`src/design/lcg48_pkg.sv`:
```
// ----------------------------------------------------------------------------
// lcg48_pkg
// Shared constants, request codes and types of the 48-bit LCG random source.
// ----------------------------------------------------------------------------
package lcg48_pkg;

    localparam int STATE_BITS = 48;
    localparam int DRAW_BITS  = 31;
    localparam int FRAC_BITS  = 24;
    localparam int WORD_BITS  = 32;
    localparam int CHUNK_BITS = 16;
    localparam int MULT_BITS  = 35;
    localparam int CNT_BITS   = 6;

    localparam logic [MULT_BITS-1:0]  LCG_MULT = 35'h5DEECE66D;
    localparam logic [STATE_BITS-1:0] LCG_ADD  = 48'hB;

    localparam logic [2:0] MODE_TOP    = 3'd0;
    localparam logic [2:0] MODE_BOOL   = 3'd1;
    localparam logic [2:0] MODE_WORD   = 3'd2;
    localparam logic [2:0] MODE_BELOW  = 3'd3;
    localparam logic [2:0] MODE_RANGE  = 3'd4;
    localparam logic [2:0] MODE_FRAC   = 3'd5;
    localparam logic [2:0] MODE_RESEED = 3'd6;
    localparam logic [2:0] MODE_UNUSED = 3'd7;

    typedef struct packed {
        logic busy;
        logic done;
    } t_div_status;

endpackage

```
`src/design/lcg48_random_source.sv`:
```
// ----------------------------------------------------------------------------
// lcg48_random_source
// 48-bit linear congruential random source with bounded and range draws.
// ----------------------------------------------------------------------------
// Input channel: i_valid / o_stall with one port per request field. A
// transaction is taken when i_valid is high and o_stall is low. Output
// channel: o_valid / i_stall carrying o_value and o_bad_bound; every request
// gives exactly one result transaction.
// o_stall is high from the cycle after a request is taken until its result is
// loaded into the output register, so one request is worked on at a time.
// A state step runs on one shared 16 x 35 multiplier, one 16-bit chunk at a time.
// Plain draws pass from the multiply steps through S_POST to S_WRITE.
// Bounded draws run a 31-step serial remainder unit and a check state; each
// rejection starts another attempt with a fresh state step. Power of two
// bounds use one 31 x 31 product instead. Reseed, bad bounds and the unused
// mode go straight to the write state.
// A finished result waits in the output register while i_stall is high; the
// next request is taken meanwhile and its result waits for that slot.
// Synchronous reset clears the state to zero and empties the output.
// ----------------------------------------------------------------------------
module lcg48_random_source (
    input  logic               i_clk,
    input  logic               i_rst_n,
    input  logic               i_valid,
    output logic               o_stall,
    input  logic [2:0]         i_mode,
    input  logic [5:0]         i_bit_count,
    input  logic signed [31:0] i_bound,
    input  logic signed [31:0] i_range_low,
    input  logic signed [31:0] i_range_high,
    input  logic [47:0]        i_seed_value,
    output logic               o_valid,
    input  logic               i_stall,
    output logic signed [31:0] o_value,
    output logic               o_bad_bound
);

    localparam int SB = lcg48_pkg::STATE_BITS;
    localparam int DB = lcg48_pkg::DRAW_BITS;
    localparam int WB = lcg48_pkg::WORD_BITS;
    localparam int CB = lcg48_pkg::CHUNK_BITS;
    localparam int MB = lcg48_pkg::MULT_BITS;
    localparam int KB = lcg48_pkg::CNT_BITS;

    localparam logic [2:0] S_IDLE  = 3'd0;
    localparam logic [2:0] S_MUL   = 3'd1;
    localparam logic [2:0] S_POST  = 3'd2;
    localparam logic [2:0] S_DIV   = 3'd3;
    localparam logic [2:0] S_CHK   = 3'd4;
    localparam logic [2:0] S_PMUL  = 3'd5;
    localparam logic [2:0] S_WRITE = 3'd6;

    logic [2:0]      r_st;
    logic [SB-1:0]   r_rng;
    logic [SB-1:0]   r_acc;
    logic [1:0]      r_mk;
    logic [2:0]      r_mode;
    logic [KB-1:0]   r_count;
    logic [DB-1:0]   r_n;
    logic [WB-1:0]   r_lo;
    logic            r_pow2;
    logic [DB-1:0]   r_bits;
    logic [2*DB-1:0] r_prod;
    logic [WB-1:0]   r_res;
    logic            r_res_bad;
    logic            r_out_valid;
    logic [WB-1:0]   r_out_value;
    logic            r_out_bad;

    logic [SB-1:0]      n_acc;
    logic [CB-1:0]      chunk;
    logic [CB+MB-1:0]   chunk_prod;
    logic [WB-1:0]      width;
    logic [WB-1:0]      nval;
    logic               bounded_in;
    logic               bad_in;
    logic               bounded;
    logic [WB-1:0]      chk;
    logic               div_start;
    logic               out_free;
    logic               load_out;
    lcg48_pkg::t_div_status div_st;
    logic [DB-1:0]      div_rem;

    always_comb begin
        case (r_mk)
            2'd0:    chunk = r_rng[CB-1:0];
            2'd1:    chunk = r_rng[2*CB-1:CB];
            default: chunk = r_rng[3*CB-1:2*CB];
        endcase
        chunk_prod = {{MB{1'b0}}, chunk} * {{CB{1'b0}}, lcg48_pkg::LCG_MULT};
        case (r_mk)
            2'd0:    n_acc = r_acc + SB'(chunk_prod);
            2'd1:    n_acc = r_acc + SB'({chunk_prod, {CB{1'b0}}});
            default: n_acc = r_acc + SB'({chunk_prod, {2*CB{1'b0}}});
        endcase
    end

    assign width      = $unsigned(i_range_high) - $unsigned(i_range_low);
    assign nval       = (i_mode == lcg48_pkg::MODE_BELOW) ? $unsigned(i_bound) : width;
    assign bounded_in = (i_mode == lcg48_pkg::MODE_BELOW) || (i_mode == lcg48_pkg::MODE_RANGE);
    assign bad_in     = bounded_in && ((nval == '0) || nval[WB-1]);
    assign bounded    = (r_mode == lcg48_pkg::MODE_BELOW) || (r_mode == lcg48_pkg::MODE_RANGE);
    assign chk        = {1'b0, r_bits} - {1'b0, div_rem} + {1'b0, r_n} - 32'd1;
    assign div_start  = (r_st == S_POST) && bounded && !r_pow2;
    assign out_free   = !r_out_valid || !i_stall;
    assign load_out   = (r_st == S_WRITE) && out_free;

    lcg48_divider u_div (
        .i_clk      (i_clk),
        .i_rst_n    (i_rst_n),
        .i_start    (div_start),
        .i_dividend (r_rng[SB-1:SB-DB]),
        .i_divisor  (r_n),
        .o_status   (div_st),
        .o_rem      (div_rem)
    );

    always_ff @(posedge i_clk) begin
        if (!i_rst_n) begin
            r_st  <= S_IDLE;
            r_rng <= '0;
        end else begin
            case (r_st)
                S_IDLE: begin
                    if (i_valid) begin
                        r_mode    <= i_mode;
                        r_count   <= (i_bit_count > 6'd32) ? 6'd32 : i_bit_count;
                        r_n       <= nval[DB-1:0];
                        r_pow2    <= (nval & (nval - 32'd1)) == '0;
                        r_lo      <= (i_mode == lcg48_pkg::MODE_RANGE) ?
                                     $unsigned(i_range_low) : '0;
                        r_res     <= '0;
                        r_res_bad <= bad_in;
                        r_acc     <= lcg48_pkg::LCG_ADD;
                        r_mk      <= 2'd0;
                        if (i_mode == lcg48_pkg::MODE_RESEED) begin
                            r_rng <= i_seed_value;
                            r_st  <= S_WRITE;
                        end else if (bad_in || (i_mode == lcg48_pkg::MODE_UNUSED)) begin
                            r_st <= S_WRITE;
                        end else begin
                            r_st <= S_MUL;
                        end
                    end
                end
                S_MUL: begin
                    r_acc <= n_acc;
                    r_mk  <= r_mk + 2'd1;
                    if (r_mk == 2'd2) begin
                        r_rng <= n_acc;
                        r_st  <= S_POST;
                    end
                end
                S_POST: begin
                    r_bits <= r_rng[SB-1:SB-DB];
                    r_st   <= bounded ? (r_pow2 ? S_PMUL : S_DIV) : S_WRITE;
                    case (r_mode)
                        lcg48_pkg::MODE_TOP: begin
                            r_res <= (r_count == '0) ? '0 :
                                     WB'(r_rng >> (6'(SB) - r_count));
                        end
                        lcg48_pkg::MODE_BOOL: r_res <= {31'b0, r_rng[SB-1]};
                        lcg48_pkg::MODE_WORD: r_res <= r_rng[SB-1:SB-WB];
                        lcg48_pkg::MODE_FRAC: begin
                            r_res <= WB'(r_rng[SB-1:SB-lcg48_pkg::FRAC_BITS]);
                        end
                        lcg48_pkg::MODE_BELOW, lcg48_pkg::MODE_RANGE: begin
                            if (r_pow2) begin
                                r_prod <= {{DB{1'b0}}, r_n} * {{DB{1'b0}}, r_rng[SB-1:SB-DB]};
                            end
                        end
                        default: r_res <= '0;
                    endcase
                end
                S_PMUL: begin
                    r_res <= r_lo + {1'b0, r_prod[2*DB-1:DB]};
                    r_st  <= S_WRITE;
                end
                S_DIV: begin
                    if (div_st.done) begin
                        r_st <= S_CHK;
                    end
                end
                S_CHK: begin
                    if (chk[WB-1]) begin
                        r_acc <= lcg48_pkg::LCG_ADD;
                        r_mk  <= 2'd0;
                        r_st  <= S_MUL;
                    end else begin
                        r_res <= r_lo + {1'b0, div_rem};
                        r_st  <= S_WRITE;
                    end
                end
                S_WRITE: begin
                    if (out_free) begin
                        r_st <= S_IDLE;
                    end
                end
                default: r_st <= S_IDLE;
            endcase
        end
    end

    // output register
    always_ff @(posedge i_clk) begin
        if (!i_rst_n) begin
            r_out_valid <= 1'b0;
        end else if (load_out) begin
            r_out_valid <= 1'b1;
            r_out_value <= r_res;
            r_out_bad   <= r_res_bad;
        end else if (!i_stall) begin
            r_out_valid <= 1'b0;
        end
    end

    assign o_stall     = r_st != S_IDLE;
    assign o_valid     = r_out_valid;
    assign o_value     = $signed(r_out_value);
    assign o_bad_bound = r_out_bad;

    // the remainder unit must be running or finishing while the sequencer waits on it
    a_div_alive: assert property (@(posedge i_clk) disable iff (!i_rst_n)
        (r_st == S_DIV) |-> (div_st.busy || div_st.done))
        else $error("sequencer waits on idle remainder unit");

    a_bad_zero: assert property (@(posedge i_clk) disable iff (!i_rst_n)
        (o_valid && o_bad_bound) |-> (o_value == 32'sd0))
        else $error("bad bound result carries a nonzero value");

    a_busy_after_take: assert property (@(posedge i_clk) disable iff (!i_rst_n)
        (i_valid && !o_stall) |=> o_stall)
        else $error("request taken without going busy");

endmodule

```
`src/design/lcg48_divider.sv`:
```
// ----------------------------------------------------------------------------
// lcg48_divider
// Serial restoring remainder unit over a 31-bit dividend: one quotient bit per cycle.
// ----------------------------------------------------------------------------
module lcg48_divider (
    input  logic                                i_clk,
    input  logic                                i_rst_n,
    input  logic                                i_start,
    input  logic [lcg48_pkg::DRAW_BITS-1:0]     i_dividend,
    input  logic [lcg48_pkg::DRAW_BITS-1:0]     i_divisor,
    output lcg48_pkg::t_div_status              o_status,
    output logic [lcg48_pkg::DRAW_BITS-1:0]     o_rem
);

    localparam int W = lcg48_pkg::DRAW_BITS;
    localparam logic [4:0] LAST = 5'(W - 1);

    logic         r_busy;
    logic         r_done;
    logic [4:0]   r_cnt;
    logic [W-1:0] r_rem;
    logic [W-1:0] r_dvd;
    logic [W-1:0] r_dvs;
    logic [W:0]   trial;
    logic         fits;

    assign trial = {r_rem, r_dvd[W-1]};
    assign fits  = trial >= {1'b0, r_dvs};

    always_ff @(posedge i_clk) begin
        if (!i_rst_n) begin
            r_busy <= 1'b0;
            r_done <= 1'b0;
            r_cnt  <= '0;
        end else begin
            r_done <= 1'b0;
            if (i_start) begin
                r_busy <= 1'b1;
                r_cnt  <= '0;
                r_rem  <= '0;
                r_dvd  <= i_dividend;
                r_dvs  <= i_divisor;
            end else if (r_busy) begin
                r_rem <= fits ? W'(trial - {1'b0, r_dvs}) : trial[W-1:0];
                r_dvd <= {r_dvd[W-2:0], 1'b0};
                r_cnt <= r_cnt + 5'd1;
                if (r_cnt == LAST) begin
                    r_busy <= 1'b0;
                    r_done <= 1'b1;
                end
            end
        end
    end

    assign o_status.busy = r_busy;
    assign o_status.done = r_done;
    assign o_rem         = r_rem;

endmodule

```
`config.mk`:
```
export PLATFORM = sky130hd
export DESIGN_NAME = lcg48_random_source
export DESIGN_NICKNAME = d
export VERILOG_FILES = /design/src/design/lcg48_pkg.sv /design/src/design/lcg48_random_source.sv /design/src/design/lcg48_divider.sv
export SDC_FILE = /design/constraint.sdc
export NUM_CORES = 2
export LEC_CHECK = 0
export BUFFER_PORTS_ARGS = -buffer_cell sky130_fd_sc_hd__buf_2
export CAP_MARGIN = 25
export CORE_ASPECT_RATIO = 2
export CORE_MARGIN = 4
export CORE_UTILIZATION = 30
export CTS_CLUSTER_SIZE = 20
export DETAILED_ROUTE_END_ITERATION = 7
export PLACE_DENSITY_LB_ADDON = 0.15
export SLEW_MARGIN = 25
export SYNTH_ARGS = -nofsm -noshare
export SYNTH_HDL_FRONTEND = slang
export SYNTH_HIERARCHICAL = 1
export SYNTH_SLANG_ARGS = --single-unit
```
`constraint.sdc`:
```
create_clock -name i_clk -period 13.6 [get_ports i_clk]
set_clock_uncertainty 0.15 [all_clocks]
set_input_delay 2.72 -clock i_clk [delete_from_list [all_inputs] [get_ports i_clk]]
set_output_delay 2.72 -clock i_clk [all_outputs]
set_load 0.01 [all_outputs]
```
==> flow_summary.json <==
{
  "hold_depth": 0,
  "grt_pass1_vias": 63000,
  "syn_avg_cell_area_um2": 9.03,
  "wirelength_um": 311000,
  "fin_tns_setup_ps": 0,
  "cts_tree": "built",
  "port_buffers": 191,
  "syn-cell-area_um2": 70400,
  "maxSlewViolCount": 0,
  "cts_num_sinks": 403,
  "cts_hold_buf": 0,
  "crit_top_cell": "fa_1",
  "track_usage": 0.256,
  "ant_nets": 0,
  "timing.rr.end": "r_acc[47]",
  "stdcell_count": 10900,
  "ios": 192,
  "violations": "DRC",
  "dp_hpwl_um": 254000,
  "clk_pin_slew_ps": 80,
  "drive_gt1_frac": 0.0800,
  "drtIter0Drc": 3278,
  "via_count": 57200,
  "grt_pass1_wl_um": 443000,
  "std_cell_rows": 251,
  "cts_resized": 0,
  "r2r.worst_path.cells": 33,
  "cpPeakStageDelay_ps": 860,
  "crit_type": "flop to flop",
  "synthToLayoutAreaGrowth_pct": 8.69,
  "postCtsSetupBuffers": 0,
  "drc": 6,
  "worst_setup_path_start_kind": "flop",
  "coreArea_um2": 234000,
  "min_to": "o_value[29]",
  "wl_per_cell_um": 28.6,
  "cts_made_buffers": 44,
  "hold_violations": 0,
  "synth_warnings": 6,
  "antenna_found_initial": 24,
  "syn_nets": 9682,
  "grt_overflow": 0,
  "cts_buffer_depth": 3,
  "setup_viol": 0,
  "clockRootBuffer": "clkbuf_16",
  "required_ps": 13830,
  "min-delay-start": "r_res[29]",
  "crit_arrival_ps": 12890,
  "r2r_slack_ps": 940,
  "slowest_stage": "o311ai_2",
  "crit_fanout": 27,
  "dp_cells": 10800,
  "start_util": 0.301,
  "fp.dieH_um": 693,
  "maxCapViolations": 0,
  "final_nets": 9677,
  "rsz0062_at_grt": "no",
  "drt-vias-per-instance": 5.27,
  "worst_pin_slew_ps": 1020,
  "grt_max_degree": 69,
  "synthesis.instances": 7794,
  "insertion_delay_ps": 670,
  "cts-htree-levels": 2,
  "max_freq_mhz": 79.0,
  "die_x_um": 351,
  "cp-end-kind": "flop",
  "fin_crit_ps": 12660,
  "die_area_um2": 243000,
  "gp_congestion": 0.957,
  "drtPass1Iterations": 8,
  "timing.rr.start": "r_mk[0]",
  "max_slew_margin": 0.306,
  "finalCritPeriodShare": 0.931,
  "status": "finished, violations left",
  "hp-class": "flop to flop"
}
cell usage in the layout (no fill, tap or decap), types with 51 or more instances in the layout:
cell type,n
inv_1,1472
nand2_1,1145
fa_1,1097
ha_1,633
a21oi_1,401
edfxtp_1,344
nor2_1,292
and2_1,259
o21ai_0,235
buf_2,191
buf_4,148
a21o_1,134
xnor2_1,134
xor2_1,83
nand3_1,75
mux2_2,73
o21a_1,68
nor3_1,51
final cells by class:
cell class / count / area, um2
Tap cell: 3036 / 3800
Fill cell: 24800 / 157000
Sequential cell: 403 / 11600
Clock buffer: 55 / 1180
Multi-Input combinational cell: 5525 / 52000
Clock inverter: 27 / 300
Timing Repair Buffer: 339 / 2070
Inverter: 1476 / 5540
Antenna cell: 8 / 20.0
stage by stage:
step / util / instance area [um2] / setup slack (ps) / hold WS, ps
floorplan: - / 70400 / 3350 / 250
global placement: 0.321 / 75000 / 1040 / 255
detailed placement: 0.321 / 75000 / 1080 / 255
CTS: 0.327 / 76500 / 1020 / 271
global route: 0.327 / 76500 / 722 / 274
finish: 0.327 / 76500 / 938 / 269
registers in the layout, summed over array words and instances, names as in the netlist, 31 cells and up:
name and count:
r_res 32, u_div/r_dvd 31, u_div/o_rem 31, r_acc 48, r_lo 32, r_bits 31, o_value 32, r_n 31
u_div/r_dvs 31, r_rng 48, r_prod 31
routing by layer:
layer,global-route usage,routed length (um),vias up
met5,0,23,-
met4,0.217,33500,4
met3,0.0200,10700,876
met2,0.499,172000,1872
met1,0.236,95300,29400
li1,-,-,25100
worst max path at each step:
stage | startpoint | end | cells after the start
floorplan | r_mk[1] | r_acc[47] | 42
global placement | r_mk[0] | r_acc[47] | 36
detailed placement | r_mk[0] | r_acc[47] | 33
CTS | r_mk[0] | r_acc[47] | 33
global route | r_mk[1] | r_acc[47] | 34
finish | r_mk[0] | r_acc[47] | 33
worst max-delay path, delay by kind of cell (launching register included):
family          cells  cell delay, ps
flops               1             420
compound gates      7            3090
fa+ha+maj           9            4500
buf+inv             6            1300
simple gates        8            2220
xor+xnor            3             660
Power is not shown: default switching activity piles up to over one toggle a cycle in this logic, so the estimate is an artifact.
